[src/design/flc_pkg.sv]
// shared constants and types for the full linear convolution block
package flc_pkg;

  localparam int TapsDefault = 32;
  localparam int ValueW      = 16;
  localparam int ProdW       = 2 * ValueW;
  localparam int TapIdxW     = 5;
  localparam int CfgW        = 6;
  localparam int ResultW     = 36;

  localparam logic OP_LOAD   = 1'b0;
  localparam logic OP_SAMPLE = 1'b1;

  localparam logic [CfgW-1:0] TapCountReset = CfgW'(1);

  // control shared by every cell of the chain
  typedef struct packed {
    logic mul_en;
    logic shift_en;
    logic flush_en;
  } cell_ctrl_t;

  // one word handed to the output stage
  typedef struct packed {
    logic valid;
    logic last;
  } emit_ctrl_t;

endpackage

[src/design/flc_cell.sv]
// one tap cell: kernel tap, registered product and pending partial sum
module flc_cell import flc_pkg::*; #(
  parameter int AccW = 37
) (
  input  logic                     clk_i,
  input  logic                     rst_ni,
  input  cell_ctrl_t               ctrl_i,
  input  logic                     tap_we_i,
  input  logic                     keep_i,
  input  logic signed [ValueW-1:0] value_i,
  input  logic signed [AccW-1:0]   p_next_i,
  input  logic signed [ProdW-1:0]  prod_next_i,
  output logic signed [AccW-1:0]   p_o,
  output logic signed [ProdW-1:0]  prod_o
);

  logic signed [ValueW-1:0] tap_q;
  logic signed [ProdW-1:0]  prod_q;
  logic signed [AccW-1:0]   p_q, p_d;

  always_ff @(posedge clk_i) begin
    if (tap_we_i) begin
      tap_q <= value_i;
    end
    if (ctrl_i.mul_en) begin
      prod_q <= ProdW'(tap_q) * ProdW'(value_i);
    end
  end

  always_comb begin
    p_d = p_q;
    if (ctrl_i.shift_en) begin
      p_d = keep_i ? (p_next_i + AccW'(prod_next_i)) : '0;
    end else if (ctrl_i.flush_en) begin
      p_d = p_next_i;
    end
  end

  always_ff @(posedge clk_i or negedge rst_ni) begin
    if (!rst_ni) begin
      p_q <= '0;
    end else begin
      p_q <= p_d;
    end
  end

  assign p_o    = p_q;
  assign prod_o = prod_q;

endmodule

[config.mk]
export PLATFORM = sky130hd
export DESIGN_NAME = flc_cell
export DESIGN_NICKNAME = d
export VERILOG_FILES = /design/src/design/flc_pkg.sv /design/src/design/flc_cell.sv
export SDC_FILE = /design/constraint.sdc
export NUM_CORES = 1
export LEC_CHECK = 0
export ABC_AREA = 1
export ABC_CLOCK_PERIOD_IN_PS = 6060
export BUFFER_PORTS_ARGS = -buffer_cell sky130_fd_sc_hd__buf_2
export CAP_MARGIN = 10
export CORE_MARGIN = 4
export CORE_UTILIZATION = 50
export CTS_CLUSTER_DIAMETER = 120
export DETAILED_ROUTE_END_ITERATION = 7
export PLACE_DENSITY = 0.72
export RECOVER_POWER = 50
export SYNTH_ARGS = -nofsm -noshare
export SYNTH_HDL_FRONTEND = slang
export SYNTH_SLANG_ARGS = --single-unit
[constraint.sdc]
create_clock -name clk_i -period 6.06 [get_ports clk_i]
set_input_delay 0.606 -clock clk_i [delete_from_list [all_inputs] [get_ports clk_i]]
set_output_delay 0.606 -clock clk_i [all_outputs]
set_load 0.05 [all_outputs]
==> run metrics, run 1 <==
clk_lat worst skew=roughly 380 ps; Max Slew Vio Count=71; worst reg2reg setup slack=between 200 and 250 ps; Site Rows=65; Setup WS pre-CTS=-184 ps; RSZ-0062 raised after global routing=yes; final setup vio count=0; largest fanout on the critical path=8; I/O Buffers=160; Die Wd=between 150 and 200 um; Ports=~160; post-synthesis sequential area ratio=0.145; Slew @ Worst Pin=2300 ps; fin worst setup slack=around 240 ps; clk sink count=85; worst min-delay path category=input pin to flop; Worst Path Required=~6200 ps; commonest cells after routing, fill and taps aside=nand2_1 (556), inv_1 (546), fa_1 (261); final hold vios=0; Max Fclk=172 MHz; startpoint types=flop; vias in the first global route=between 10000 and 15000; worst setup path category=flop to flop; Setup crit end kind=flop; worst r2r dst=prod_o[26]; global-route wire length before repair=around 75000 um; placer congestion estimate=roughly 0.96; largest net degree at the start of global routing=38; via count=about 14000; critical path endpoint=prod_o[26]; fin crit period=about 5800 ps; non-filler cells, final=2761; H-tree Lvls=3; FFs w/ async S/R, synth=0.435; drt pass-1 iters=6; synthesis-to-layout area growth=12.0%; outcome=finished, violations left; DRT antenna net count=0; YS warnings=0; Placed Instance Area=approximately 18000 sq um; worst clock skew=around 14 ps; grt total ovfl=0; Post-Synthesis Cells=between 2000 and 2500; dpl cells=approximately 2700; Avg Cell Area, Syn=between 7 and 8 sq um; Worst-path clk slew=80 ps; Worst Reg-to-Reg Cells=19; max_cap viols=2; relative slew slack=-0.531; failing checks=capacitance limit, slew limit; share of cells above drive strength 1=0.127; arrival time of the worst setup path=5960 ps; Final Cell Area=around 18000 sq um; CTS buffer count=9; die area=between 30000 and 40000 sq um; nets=roughly 2800; GRT Total Usage=0.264; total routed wirelength=around 45000 um; Initial Util=0.511; Post-Syn Nets=roughly 2600; initial drt markers=slightly above 900; period utilization=0.961; CTS tree=done; Vias/cell=5.14; Post-Syn Area=16300 sq um; DRC=0; root buf cell=clkbuf_16; post-synth top area cell=fa_1; register bit total from synthesis=85; Max clock buf depth=2; worst r2r src=tap_q[15]; Critical Path Start=tap_q[15]; core area=between 30000 and 40000 sq um; cts-stage hold buffer count=0; number of synthesized flops with an enable pin=48; wire per inst=roughly 16 um; synth top area cells=fa_1 (32%), nand2_1 (13%), inv_1 (13%); Die Y-Extent=around 190 um; Main synth FF type=edfxtp_1; initial antenna violation count=3; post-DP HPWL=38300 um; commonest non-fill, non-tap cell in the layout=nand2_1; top-area cell type share of the netlist area=0.323; Unique masters post-synth=44
## per-layer routing
layer | share of wire | up-vias | track usage
met4 | 0.021 | 4 | 0.0673
met3 | 0.067 | 68 | 0.0411
li1 | - | 6712 | -
met5 | 0.00040 | - | 0
met2 | 0.47 | 456 | 0.433
met1 | 0.44 | 6943 | 0.369
## logic make-up after synthesis
group                    count (synthesis)  synth area share
XOR/XNOR                                34            0.0183
flip-flops                              85             0.145
AND/OR/NAND/NOR                        832             0.212
AO/OA/AOI/OAI                          198            0.0676
buffers and inverters                  623             0.144
adder cells (fa/ha/maj)                381             0.413
## state kept, by name, indices dropped and copies added (netlist names)
signal	flops
prod_o	32
p_o	37
tap_q	16
## critical path: stages (launching register included)
cell      delay (ps)
edfxtp_1         540
nand2_1          150
inv_1             90
fa_2             620
buf_4            160
fa_1             440
fa_1             490
fa_1             510
fa_1             490
inv_1             50
fa_1             470
inv_1             40
ha_1             420
nand2_1          190
nor3_4           290
nand4_1          220
nand3_2          190
nand2_1           70
nand2_1           70
xor2_1            60
## metrics by stage
step                utilization  hold WS, ps  TNS [ps]
floorplan                     -          310         0
global placement          0.555          495      -364
detailed placement        0.555          508      -376
CTS                       0.566          366         0
global route              0.573          396      -102
finish                    0.573          413         0
## Yosys cell counts (2+ instances only)
| master | count |
|---|---|
| nand3b_1 | 9 |
| inv_2 | 4 |
| nand4_1 | 13 |
| o21bai_1 | 7 |
| nand2_1 | 557 |
| nand3_2 | 6 |
| xnor2_1 | 7 |
| xor2_1 | 27 |
| a21o_1 | 4 |
| nor3_1 | 13 |
| dfrtp_1 | 37 |
| fa_1 | 263 |
| or2_2 | 6 |
| clkbuf_1 | 69 |
| o21ai_0 | 68 |
| nor3_2 | 3 |
| o21ai_1 | 5 |
| a21boi_0 | 3 |
| inv_1 | 547 |
| nand3_1 | 66 |
| a31oi_1 | 2 |
| edfxtp_1 | 48 |
| a21oi_1 | 93 |
| nor2_1 | 129 |
| nor2_2 | 11 |
| o21bai_2 | 2 |
| nand2_2 | 14 |
| a21oi_2 | 7 |
| ha_1 | 118 |
## worst min path at each step
| stage | endpoint | cells past startpoint | startpoint |
|---|---|---|---|
| after floorplan | p_o[0] | 0 | rst_ni |
| after global placement | p_o[28] | 2 | p_o[28] |
| after detailed placement | p_o[20] | 2 | p_o[20] |
| after CTS | p_o[15] | 1 | rst_ni |
| after global routing | tap_q[15] | 1 | value_i[15] |
| final | tap_q[15] | 1 | value_i[15] |
## cell type report
class,instances,area (sq um)
tap,435,544
multi-input combinational,1445,11600
fill,3016,13600
clock inverter,6,47.5
timing repair buffer,227,1340
clock buffer,10,250
antenna,1,2.50
sequential,85,2370
inverter,552,2070
## timing repair
item	4_1_cts	5_1_grt
hold endpoints to repair	0	0
setup buffers	5	22
resized for setup	2	16
pin swaps	0	2
setup endpoints to repair	1	15
Power of run 1 is left out: the tool's default activity adds up to more than one toggle a clock period on the data nets, which glitch-free logic cannot reach.
==> inputs of run 2 (changes only) <==
--- a/config.mk
+++ b/config.mk
@@ -10,10 +10,10 @@
 export BUFFER_PORTS_ARGS = -buffer_cell sky130_fd_sc_hd__buf_2
 export CAP_MARGIN = 10
 export CORE_MARGIN = 4
-export CORE_UTILIZATION = 50
+export CORE_UTILIZATION = 30
 export CTS_CLUSTER_DIAMETER = 120
 export DETAILED_ROUTE_END_ITERATION = 7
-export PLACE_DENSITY = 0.72
+export PLACE_DENSITY = 0.48
 export RECOVER_POWER = 50
 export SYNTH_ARGS = -nofsm -noshare
 export SYNTH_HDL_FRONTEND = slang
==> run 2 against run 1 <==
  * The run still ends with capacitance limit, slew limit left
  * Sequential share of layout area shrank 0.38 points
  * Sequential cell count is the same
  * Clock-buffer cell count shrank 1
  * Wire length grew 7.8%
==> run metrics, run 2 (synthesized netlist as in run 1, its figures left out) <==
worst setup path category=flop to flop; startpoint types=flop; GRT Total Usage=0.176; Max Fclk=approximately 170 MHz; Vias/cell=about 4.6; die area=between 50000 and 60000 sq um; worst min-delay path category=input pin to flop; crit path max-delay cell type=fa_1; Setup crit end kind=flop; Max clock buf depth=2; Initial Util=0.303; core area=between 50000 and 60000 sq um; worst-path cell chain=nand2_1 -> inv_1 -> fa_1 -> inv_1 -> fa_1 -> fa_1 -> inv_1 -> fa_1 -> fa_1 -> inv_1 -> fa_1 -> inv_1 -> ha_1 -> a21oi_1 -> o21ai_0 -> a21oi_2 -> nand3_2 -> nand2_1 -> nand2_1 -> xor2_1; worst reg2reg setup slack=about 230 ps; relative slew slack=-0.602; Site Rows=85; final hold vios=0; post-DP HPWL=41400 um; grt total ovfl=0; commonest cells after routing, fill and taps aside=nand2_1 (557), inv_1 (547), fa_1 (261); vias in the first global route=approximately 15000; Max Slew Vio Count=about 70; max_cap viols=2; drt pass-1 iters=5; total routed wirelength=about 49000 um; global-route wire length before repair=79600 um; placer congestion estimate=between 0.8 and 0.9; share of cells above drive strength 1=0.135; DRT antenna net count=0; CTS tree=done; commonest non-fill, non-tap cell in the layout=nand2_1; slowest stage delay, CP=550 ps; fin crit period=roughly 5800 ps; largest net degree at the start of global routing=38; initial antenna violation count=4; RSZ-0062 raised after global routing=yes; Worst Path Required=between 6000 and 7000 ps; Die Wd=around 240 um; CTS buffer count=9; post-layout util=0.350; Slew @ Worst Pin=2400 ps; clk_lat worst skew=about 390 ps; period utilization=0.962; cts-stage hold buffer count=0; root buf cell=clkbuf_16; largest fanout on the critical path=7; fin worst setup slack=between 200 and 250 ps; initial drt markers=826; DRC=0; clk sink count=85; outcome=finished, violations left; Ports=~160; H-tree Lvls=3; failing checks=capacitance limit, slew limit; synthesis-to-layout area growth=15.4%; most used cell along the critical path=fa_1; via count=about 14000; final setup vio count=0; Worst-path clk slew=about 80 ps; I/O Buffers=160; nets=~2800; wire per inst=~16 um; Setup WS pre-CTS=-310 ps; arrival time of the worst setup path=5970 ps; Die Y-Extent=241 um; worst clock skew=16.9 ps; max reg flops=37
==> run 2: worst paths after layout <==
check,to,cells past startpoint,from
min in group asynchronous,p_o[11],1,rst_ni
setup / recovery,prod_o[26],20,tap_q[15]
max in group asynchronous,p_o[36],1,rst_ni
setup reg to reg,prod_o[26],20,tap_q[15]
hold reg to reg,p_o[28],2,p_o[28]
hold / removal,tap_q[15],1,value_i[15]
==> run 2: routing by layer <==
metal  vias to the layer above  track usage  share of wire
met1                      6904        0.237           0.45
met2                       322        0.298           0.48
met5                         -            0        0.00057
met3                        60       0.0262          0.045
li1                       6766            -              -
met4                         4       0.0443          0.021
==> run 2: stage by stage <==
step | instance area, sq um | setup TNS [ps] | instances | hold WS (ps)
finish | 18800 | 0 | 3054 | 417
floorplan | 16300 | 0 | 2153 | 310
global route | 18800 | -39.1 | 3054 | 417
detailed placement | 18300 | -591 | 3014 | 508
CTS | 18700 | 0 | 3045 | 365
global placement | 18300 | -672 | 3014 | 498
==> run 2: cell type report <==
type | count | area, sq um
Antenna cell | 2 | 5.00
Clock buffer | 9 | 225
Clock inverter | 7 | 77.6
Fill cell | 5820 | 35000
Inverter | 552 | 2070
Multi-Input combinational cell | 1445 | 11600
Sequential cell | 85 | 2370
Tap cell | 696 | 871
Timing Repair Buffer | 258 | 1570
==> run 2: critical path, delay by kind of cell, from the launching register on <==
kind	cells	cell delay (ps)
flops	1	540
xor+xnor	1	130
buf+inv	5	310
fa+ha+maj	7	3360
simple gates	4	510
compound gates	3	740
==> run 2: what timing repair did <==
item / 4_1_cts / 5_1_grt
pin swaps: 0 / 1
gates resized for setup: 2 / 7
buffers inserted: 15 / 7
setup endpoints to repair: 2 / 8
gates cloned: 0 / 0
Power of run 2 is left out for the same reason.
