`config.mk`:
```
export PLATFORM = sky130hd
export DESIGN_NAME = flc_out
export DESIGN_NICKNAME = d
export VERILOG_FILES = /design/src/design/flc_pkg.sv /design/src/design/flc_out.sv
export SDC_FILE = /design/constraint.sdc
export NUM_CORES = 1
export LEC_CHECK = 0
export ABC_AREA = 1
export BUFFER_PORTS_ARGS = -buffer_cell sky130_fd_sc_hd__buf_2
export CAP_MARGIN = 5
export CORE_MARGIN = 2
export CORE_UTILIZATION = 45
export DETAILED_ROUTE_END_ITERATION = 7
export GPL_ROUTABILITY_DRIVEN = 0
export PLACE_DENSITY = 0.77
export SETUP_SLACK_MARGIN = 0.5
export SLEW_MARGIN = 20
export SYNTH_ARGS = -nofsm -noshare
export SYNTH_HDL_FRONTEND = slang
export SYNTH_SLANG_ARGS = --single-unit
```
`constraint.sdc`:
```
create_clock -name clk_i -period 2.3 [get_ports clk_i]
set_input_delay 0.115 -clock clk_i [delete_from_list [all_inputs] [get_ports clk_i]]
set_output_delay 0.115 -clock clk_i [all_outputs]
set_load 0.01 [all_outputs]
```
`src/design/flc_pkg.sv`:
```
// shared constants and types for the full linear convolution block
package flc_pkg;

  localparam int TapsDefault = 32;
  localparam int ValueW      = 16;
  localparam int ProdW       = 2 * ValueW;
  localparam int TapIdxW     = 5;
  localparam int CfgW        = 6;
  localparam int ResultW     = 36;

  localparam logic OP_LOAD   = 1'b0;
  localparam logic OP_SAMPLE = 1'b1;

  localparam logic [CfgW-1:0] TapCountReset = CfgW'(1);

  // control shared by every cell of the chain
  typedef struct packed {
    logic mul_en;
    logic shift_en;
    logic flush_en;
  } cell_ctrl_t;

  // one word handed to the output stage
  typedef struct packed {
    logic valid;
    logic last;
  } emit_ctrl_t;

endpackage

```
`src/design/flc_out.sv`:
```
// output stage: saturation, running peak and the result register
module flc_out import flc_pkg::*; #(
  parameter int AccW = 37
) (
  input  logic                      clk_i,
  input  logic                      rst_ni,
  input  emit_ctrl_t                emit_i,
  input  logic signed [AccW-1:0]    emit_value_i,
  output logic                      free_o,
  output logic                      out_valid_o,
  input  logic                      out_ready_i,
  output logic signed [ResultW-1:0] result_value_o,
  output logic [ResultW-1:0]        peak_magnitude_o,
  output logic                      last_result_o
);

  localparam logic signed [AccW-1:0] SumMax = AccW'({1'b0, {(ResultW-1){1'b1}}});
  localparam logic signed [AccW-1:0] SumMin = ~SumMax;

  logic                      valid_q;
  logic [ResultW-1:0]        peak_q;
  logic signed [ResultW-1:0] sat;
  logic [ResultW-1:0]        mag;
  logic [ResultW-1:0]        peak_new;
  logic signed [ResultW-1:0] result_q;
  logic [ResultW-1:0]        peak_out_q;
  logic                      last_q;

  assign free_o = !valid_q || out_ready_i;

  always_comb begin
    if (emit_value_i > SumMax) begin
      sat = SumMax[ResultW-1:0];
    end else if (emit_value_i < SumMin) begin
      sat = SumMin[ResultW-1:0];
    end else begin
      sat = emit_value_i[ResultW-1:0];
    end
    // the most negative value maps to 2^35, which still fits unsigned
    mag      = sat[ResultW-1] ? (~sat + ResultW'(1)) : sat;
    peak_new = (mag > peak_q) ? mag : peak_q;
  end

  always_ff @(posedge clk_i or negedge rst_ni) begin
    if (!rst_ni) begin
      valid_q <= 1'b0;
      peak_q  <= '0;
    end else begin
      if (emit_i.valid) begin
        valid_q <= 1'b1;
        peak_q  <= emit_i.last ? '0 : peak_new;
      end else if (out_ready_i) begin
        valid_q <= 1'b0;
      end
    end
  end

  always_ff @(posedge clk_i) begin
    if (emit_i.valid) begin
      result_q   <= sat;
      peak_out_q <= peak_new;
      last_q     <= emit_i.last;
    end
  end

  assign out_valid_o      = valid_q;
  assign result_value_o   = result_q;
  assign peak_magnitude_o = peak_out_q;
  assign last_result_o    = last_q;

endmodule

```
==> results of run 1 <==
[logic make-up (layout without fill, tap and decap cells)]
kind of cell / count (synthesis) / in the layout / synth area share [%]
buf+inv: 146 / 474 / 8.94
xor+xnor: 4 / 4 / 0.507
compound gates: 71 / 71 / 5.65
simple gates: 488 / 488 / 33.1
fa+ha+maj: 37 / 37 / 6.69
flops: 110 / 110 / 45.1
[sequential cells by signal (all words and copies together), names as in the netlist]
name              flops
last_result_o         1
out_valid_o           1
peak_magnitude_o     36
peak_q               36
result_value_o       36
[worst min path at each step]
stage	from	endpoint	slack, ns	cells past startpoint
floorplan	rst_ni	out_valid_o	-0.18	0
global placement	rst_ni	peak_q[25]	0.30	1
detailed placement	rst_ni	out_valid_o	0.31	1
CTS	emit_value_i[36]	result_value_o[35]	0.007	1
global route	emit_value_i[6]	result_value_o[6]	0.12	3
finish	emit_value_i[6]	result_value_o[6]	0.11	3
[per-stage QoR]
| stage | TNS [ns] | cells |
|---|---|---|
| after floorplan | -59.55 | 856 |
| after CTS | -50.82 | 1344 |
| after detailed placement | -89.72 | 1285 |
| final | -111.63 | 1372 |
| after global placement | -84.05 | 1285 |
| after global routing | -129.60 | 1372 |
[cells in the mapped netlist]
cell type	instances	area, µm²
a21oi_1	19	95.1
xnor2_1	1	8.76
nor3_1	4	20.0
nor2_1	41	154
buf_6	4	45.0
dfrtp_1	37	926
buf_2	9	45.0
and2_1	34	213
buf_12	1	20.0
o21bai_1	2	15.0
or2_1	1	6.26
o21ai_1	7	35.0
xor2_1	3	26.3
nand3_2	2	20.0
ha_1	37	463
nand3b_1	4	30.0
buf_4	2	15.0
buf_1	2	7.51
nor2_8	1	20.0
nand2_4	8	90.1
edfxtp_1	73	2190
nand2_1	258	968
inv_6	1	8.76
nor2_4	4	45.0
clkinv_1	1	3.75
o21ai_0	33	165
clkbuf_1	10	37.5
inv_1	111	417
nand3_1	87	435
a21oi_2	3	26.3
nand2_8	1	20.0
o21ai_2	1	8.76
nor4_1	1	6.26
o211ai_1	1	7.51
nor2_2	11	68.8
nand2_2	18	113
or2_2	1	6.26
o21a_1	5	37.5
inv_2	5	18.8
nand4_1	12	75.1
[power by group]
group          total (W)  internal [W]  leakage (nW)  switching [W]
logic            0.00699       0.00319          4.15        0.00379
clock network    0.00153      0.000742         0.129       0.000791
registers        0.00311       0.00283          1.20       0.000274
[critical path: cells and delay by family]
kind                     cells  cell delay, ns
adder cells (fa/ha/maj)      2            0.37
buffers and inverters        8            0.89
AO/OA/AOI/OAI                3            0.41
AND/OR/NAND/NOR             17            2.26
[layer usage]
layer	vias up	GRT usage [%]	wire, µm
met1	3687	34.3	10300
met5	-	0	0
li1	3420	-	-
met3	185	3.67	2920
met2	578	42.5	12900
met4	0	15.3	1890
[area by class of cell]
type	instances	share of cell area (%)
inverters	118	4.22
flip-flops and latches	110	28.3
well taps	188	2.13
multi-input cells	600	39.1
clock inverters	6	0.420
clock buffers	10	2.07
repair buffers	340	23.8
[what timing repair did]
action / 4_1_cts / 5_1_grt
buffers inserted: 37 / 24
hold endpoints to repair: 39 / 1
gates resized for setup: 95 / 234
pin swaps: 31 / 79
cloned: 3 / 3
hold buffers: 3 / 1
setup endpoints to repair: 72 / 72
==> results.py, run 1 <==
metrics = {
    "status": {
        "outcome": "complete, but fails checks",
        "violations": "negative setup slack",
    },
    "clocking": {
        "clock_path_buffers": 2,
        "cts-buffers-inserted": 9,
        "cts_tree": "yes",
        "cts_root_buffer": "clkbuf_16",
        "insertion_delay_ns": 0.38,
        "cts_sinks": 110,
        "cts.clk_slew.worst_paths_ns": 0.07,
        "h-tree-depth": 3,
    },
    "floorplanning": {
        "fp-row-count": 45,
        "num_io_pins": 117,
        "fp.coreArea_mm2": 0.0151,
        "die-area_mm2": 0.0164,
        "start_util_pct": 45.8,
        "dieHeight_um": 128,
        "die_x_um": 128,
    },
    "logic_synthesis": {
        "synth_seq_cells": 110,
        "ys_types": 40,
        "synth.yosys.seq_area_share_pct": 45.1,
        "synth_area_mm2": 0.00692,
        "syn_inst": 856,
        "syn_area_per_cell_um2": 8.08,
        "synth_warnings": 0,
        "syn_nets": 935,
    },
    "sta": {
        "max_freq_mhz": 254,
        "final_hold_viol_count": 0,
        "worst_pin_slew_ns": 0.997,
        "period_needed_ns": 3.94,
        "worst_hold_slack_ns": 0.110,
        "relSlewSlack_pct": 33.6,
        "skew_ns": 0.0128,
        "rsz0062_at_grt": "true",
        "setup_viol": 72,
        "maxSlewViolCount": 0,
        "fin_crit_sh_pct": 171,
        "setup_slack_ns": -1.64,
    },
    "global_routing": {
        "grt_max_degree": 86,
        "grt-ovfl-total": 0,
        "antenna_found_initial": 0,
        "grt_pass1_vias": 6834,
        "grt_usage_pct": 26.4,
        "grt_first_pass_wirelength_um": 33500,
    },
    "placement": {
        "io_buffers": 116,
        "placed_area_mm2": 0.00885,
        "preCtsSetupSlack_ns": -1.35,
        "dp_hpwl_um": 13900,
    },
    "power_and_ir_drop": {
        "leakagePower_nw": 5.47,
        "powerDensity_mw_per_mm2": 1050,
        "peakVddDrop_v": 0.000513,
        "finalPower_w": 0.0116,
    },
    "critical_path": {
        "worst_setup_path_end_kind": "flip-flop",
        "endpoint": "peak_magnitude_o[14]",
        "r2r_end": "peak_magnitude_o[14]",
        "startpoint": "emit_value_i[35]",
        "crit_path_top_delay_cell": "nand3_2",
        "crit_top_cell": "nand2_1",
        "cpPeakStageDelay_ns": 0.25,
        "startpoint_type": "primary input",
        "worstSetupPathType": "primary input to flip-flop",
        "ff2ff_path_depth": 15,
        "r2r-start": "peak_q[13]",
        "worst-r2r-setup-slack_ns": -0.83,
        "crit_arrival_ns": 4.07,
        "critPathMaxFanout": 6,
        "required_ns": 2.43,
    },
    "cells_and_area": {
        "multiInputGateArea_mm2": 0.00432,
        "layout_commonest_cell": "buf_4",
        "synthToLayoutAreaGrowth_pct": 59.6,
        "fin_area_mm2": 0.0110,
        "utilization_pct": 73.1,
        "area.sequential_mm2": 0.00312,
        "drive_gt1_share_pct": 52.4,
        "fin_nets": 1258,
        "final_cell_mix": "buf_4, nand2_1, buf_2, inv_1, edfxtp_1",
        "num-fill-cells": 909,
        "antenna_cells": 0,
    },
    "hold_path": {
        "hold_path.class": "primary input to flip-flop",
    },
    "routing": {
        "routedWlPerCell_um": 20.4,
        "dr.pass1.iters": 7,
        "viasPerCell": 5.74,
        "ant_nets": 0,
        "wl_um": 28000,
        "drtIter0Drc": 845,
        "drc": 0,
        "num_vias": 7870,
    },
    "flow_run": {
        "max_cap_violations": 0,
    },
}
(Power assumes the default switching activity.)
==> run 2: changes to the inputs <==
- CORE_MARGIN: 2 -> not set
==> results.py, run 2 (synthesis results as in run 1) <==
metrics = {
    "power_and_ir_drop": {
        "leakagePower_nw": 5.14,
        "powerDensity_mw_per_mm2": 988,
        "peakVddDrop_v": 0.000540,
    },
    "clocking": {
        "cts_tree": "yes",
        "cts.clk_slew.worst_paths_ns": 0.07,
        "insertion_delay_ns": 0.36,
        "cts-buffers-inserted": 9,
        "h-tree-depth": 3,
        "cts_sinks": 110,
        "cts_root_buffer": "clkbuf_16",
        "clock_path_buffers": 2,
    },
    "status": {
        "violations": "negative setup slack",
        "outcome": "complete, but fails checks",
    },
    "cells_and_area": {
        "area.sequential_mm2": 0.00312,
        "utilization_pct": 70.8,
        "layout_commonest_cell": "nand2_1",
        "fin_area_mm2": 0.0104,
        "antenna_cells": 0,
        "num-fill-cells": 982,
        "synthToLayoutAreaGrowth_pct": 51.0,
        "fin_nets": 1222,
        "drive_gt1_share_pct": 46.7,
        "final_cell_mix": "nand2_1, buf_4, buf_2, inv_1, edfxtp_1",
        "multiInputGateArea_mm2": 0.00406,
    },
    "routing": {
        "drc": 0,
        "wl_um": 24000,
        "num_vias": 7301,
        "viasPerCell": 5.48,
        "dr.pass1.iters": 5,
        "drtIter0Drc": 611,
        "routedWlPerCell_um": 18.0,
        "ant_nets": 0,
    },
    "global_routing": {
        "grt_pass1_vias": 6539,
        "grt-ovfl-total": 0,
        "antenna_found_initial": 0,
        "grt_usage_pct": 25.5,
        "grt_max_degree": 42,
        "grt_first_pass_wirelength_um": 31500,
    },
    "floorplanning": {
        "die-area_mm2": 0.0159,
        "fp.coreArea_mm2": 0.0148,
        "die_x_um": 126,
        "dieHeight_um": 126,
        "start_util_pct": 46.9,
        "num_io_pins": 117,
        "fp-row-count": 44,
    },
    "sta": {
        "setup_slack_ns": -1.21,
        "fin_crit_sh_pct": 153,
        "setup_viol": 72,
        "period_needed_ns": 3.51,
        "maxSlewViolCount": 0,
        "worst_hold_slack_ns": 0.0237,
        "final_hold_viol_count": 0,
        "worst_pin_slew_ns": 0.941,
        "max_freq_mhz": 285,
        "rsz0062_at_grt": "true",
        "relSlewSlack_pct": 37.3,
        "skew_ns": 0.00761,
    },
    "placement": {
        "dp_hpwl_um": 14100,
        "placed_area_mm2": 0.00884,
        "io_buffers": 116,
        "preCtsSetupSlack_ns": -1.37,
    },
    "critical_path": {
        "worst-r2r-setup-slack_ns": -0.34,
        "worstSetupPathType": "primary input to flip-flop",
        "crit_arrival_ns": 3.61,
        "startpoint_type": "primary input",
        "required_ns": 2.41,
        "worst_setup_path_end_kind": "flip-flop",
        "critPathMaxFanout": 13,
    },
    "flow_run": {
        "max_cap_violations": 0,
    },
    "hold_path": {
        "hold_path.class": "primary input to flip-flop",
    },
}
-- run 2: metal layers --
metal  GRT usage [%]  wire length, µm  share of wire (%)
met1            33.0             9090                 38
met2            42.1            11500                 48
met3            4.93             2160                9.0
met4            10.1             1190                5.0
met5               0                0                  0
-- run 2: timing repair --
item                                    in CTS  in global routing
hold endpoints to repair                    39                  0
endpoints found under the setup margin      72                 72
gates cloned                                 3                  3
buffers inserted                            16                 13
hold buffers                                 3                  0
pin swaps                                   17                 51
gates resized for setup                     76                165
-- run 2: path summary, 6_finish.rpt --
check / start / to / cells past startpoint
min in group asynchronous: rst_ni / peak_q[33] / 2
worst min register to register: out_valid_o / out_valid_o / 2
worst max register to register: peak_q[17] / peak_magnitude_o[12] / 15
worst max-delay path: emit_value_i[36] / peak_magnitude_o[12] / 28
max in group asynchronous: rst_ni / peak_q[7] / 2
worst min-delay path: emit_value_i[36] / result_value_o[35] / 1
-- run 2: area by class of cell --
type / count / area share [%]
multi-input cells: 600 / 38.8
flip-flops and latches: 110 / 29.9
repair buffers: 303 / 21.8
inverters: 118 / 4.46
clock buffers: 11 / 2.23
well taps: 184 / 2.20
clock inverters: 5 / 0.575
repair inverters: 1 / 0.0599
-- run 2: through the flow --
stage	total power [W]	TNS, ns	cells
floorplan	0.00533	-59.55	856
global placement	0.00662	-85.74	1278
global route	0.0108	-86.83	1332
detailed placement	0.00675	-91.95	1278
finish	0.0103	-79.31	1332
CTS	0.00899	-53.28	1316
-- run 2: critical path, stage by stage --
cell and delay [ns]:
buf_4 0.15, nor2_4 0.06, buf_12 0.14, inv_12 0.07
buf_12 0.14, nand3_1 0.11, nor2_2 0.18, buf_4 0.14
nand2_1 0.11, o21ai_2 0.17, nand2_1 0.06, o21ai_0 0.08
buf_4 0.16, inv_1 0.05, ha_1 0.34, nand2_1 0.10
inv_1 0.04, o21ai_1 0.15, nand2_1 0.09, nor2_1 0.14
nand2_1 0.08, nand2_1 0.10, nand3_2 0.14, nand2_4 0.12
buf_12 0.15, clkbuf_16 0.17, nand2_1 0.09, o21a_1 0.15
-- run 2: power breakdown --
part	total [W]	internal [W]	switching (W)
clock	0.00158	0.000848	0.000732
sequential	0.00305	0.00283	0.000214
combinational	0.00570	0.00260	0.00309
total	0.0103	0.00629	0.00404
==> run 3: changes to the inputs <==
- REMOVE_ABC_BUFFERS: not set -> 1
==> results.py, run 3 (synthesis results as in run 1) <==
metrics = {
    "status": {
        "outcome": "complete, but fails checks",
        "violations": "design-rule violations, negative setup slack",
    },
    "routing": {
        "dr.pass1.iters": 8,
        "drtIter0Drc": 1522,
        "num_vias": 9335,
        "viasPerCell": 6.70,
        "routedWlPerCell_um": 28.4,
        "wl_met3_um": 6790,
        "ant_nets": 0,
        "wl_um": 39500,
        "highest_layer": "met5",
        "drc": 15,
        "wl_met1_um": 12300,
        "met2WireLength_um": 15800,
    },
    "clocking": {
        "cts-buffers-inserted": 9,
        "cts.clk_slew.worst_paths_ns": 0.09,
        "cts_sinks": 110,
        "cts_root_buffer": "clkbuf_16",
        "h-tree-depth": 3,
        "clock_path_buffers": 2,
        "insertion_delay_ns": 0.39,
        "cts_tree": "yes",
    },
    "cells_and_area": {
        "fin_area_mm2": 0.0116,
        "fin_nets": 1283,
        "drive_gt1_share_pct": 54.8,
        "instances_no_fill": 1393,
        "layout_commonest_cell": "buf_4",
        "final_cell_mix": "buf_4, nand2_1, buf_2, inv_1, nand2_2",
        "synthToLayoutAreaGrowth_pct": 68.2,
        "antenna_cells": 0,
        "utilization_pct": 78.9,
    },
    "hold_path": {
        "hold_path.class": "primary input to flip-flop",
    },
    "critical_path": {
        "cp_num_buf_inv": 8,
        "startpoint_type": "primary input",
        "worstSetupPathType": "primary input to flip-flop",
        "cpPeakStageDelay_ns": 0.33,
        "crit_path_top_delay_cell": "nor2_2",
        "cp_top_family": "simple AND/OR/NAND/NOR gates",
        "worst_setup_path_end_kind": "flip-flop",
        "crit_top_cell": "nand2_2",
        "crit_arrival_ns": 4.54,
        "critPathMaxFanout": 7,
        "required_ns": 2.45,
    },
    "sta": {
        "max_freq_mhz": 228,
        "fin_crit_sh_pct": 191,
        "skew_ns": 0.0149,
        "setup_viol": 72,
        "relSlewSlack_pct": 30.8,
        "period_needed_ns": 4.39,
        "rsz0062_at_grt": "true",
        "maxSlewViolCount": 0,
        "final_hold_viol_count": 0,
        "worst_pin_slew_ns": 1.04,
        "setup_slack_ns": -2.09,
    },
    "floorplanning": {
        "fp-row-count": 44,
        "die_x_um": 126,
        "fp.coreArea_mm2": 0.0148,
        "start_util_pct": 46.9,
        "dieHeight_um": 126,
        "die-area_mm2": 0.0159,
        "num_io_pins": 117,
    },
    "placement": {
        "io_buffers": 116,
        "placed_area_mm2": 0.00868,
        "dp_hpwl_um": 13700,
        "dp.cells": 1269,
    },
    "flow_run": {
        "max_cap_violations": 0,
    },
    "global_routing": {
        "grt_pass1_vias": 7751,
        "grt_first_pass_wirelength_um": 40500,
        "grt-ovfl-total": 0,
        "grt_usage_pct": 33.7,
        "antenna_found_initial": 0,
        "grt_max_degree": 43,
    },
    "power_and_ir_drop": {
        "powerDensity_mw_per_mm2": 1010,
        "peakVddDrop_v": 0.000472,
        "leakagePower_nw": 5.68,
        "finalPower_w": 0.0118,
    },
}
-- run 3: path summary, 6_finish.rpt --
| check | startpoint | endpoint | slack, ns | cells after the start |
|---|---|---|---|---|
| setup / recovery | emit_value_i[35] | peak_magnitude_o[25] | -2.09 | 27 |
| hold / removal | emit_i[1] | peak_q[1] | 0.14 | 2 |
| setup reg to reg | peak_q[27] | peak_magnitude_o[25] | -0.87 | 14 |
| hold reg to reg | out_valid_o | out_valid_o | 0.48 | 2 |
| max in group asynchronous | rst_ni | peak_q[27] | 1.20 | 2 |
| min in group asynchronous | rst_ni | peak_q[22] | 0.45 | 2 |
-- run 3: metal layers --
metal | up-vias | GRT usage [%]
li1 | 3471 | -
met1 | 4185 | 38.7
met2 | 1152 | 53.6
met3 | 523 | 9.64
met4 | 4 | 25.4
met5 | - | 0
-- run 3: worst register-to-register path: stages (launching register included) --
cell and delay [ns]:
dfrtp_1 0.41, inv_1 0.15, ha_4 0.23, nand2_1 0.10
inv_1 0.12, nor2_1 0.11, o21a_1 0.29, nand2_1 0.30
a21oi_2 0.30, nand3_4 0.14, nand2_8 0.14, buf_4 0.18
clkbuf_16 0.17, nand2_1 0.11, and2_1 0.20
-- run 3: cell type report --
type                    instances  area (µm²)
clock buffers                  11         264
well taps                     184         230
flip-flops and latches        110        3120
multi-input cells             600        4500
repair buffers                364        3010
repair inverters                1        8.76
fillers                       704        3120
inverters                     118         463
clock inverters                 5        37.5
-- run 3: repair_timing --
item	in CTS	in global routing
cloned	7	9
resized for setup	161	243
hold buffers	3	0
hold endpoints to repair	39	0
setup endpoints to repair	72	72
setup buffers	61	28
pin swaps	24	60
-- run 3: stage by stage --
stage,hold slack (ns),setup WS (ns),TNS [ns]
after floorplan,-0.181,-2.11,-137.52
after global placement,0.321,-1.29,-87.14
after detailed placement,0.320,-1.44,-95.64
after CTS,0.0849,-0.873,-57.97
after global routing,0.153,-2.01,-134.01
final,0.144,-2.09,-137.16
-- run 3: power by group --
| group | switching [W] | internal (W) | leakage (nW) |
|---|---|---|---|
| Combinational | 0.00400 | 0.00306 | 4.34 |
| Clock | 0.000801 | 0.000836 | 0.144 |
| Sequential | 0.000265 | 0.00284 | 1.20 |
| Total | 0.00506 | 0.00673 | 5.68 |
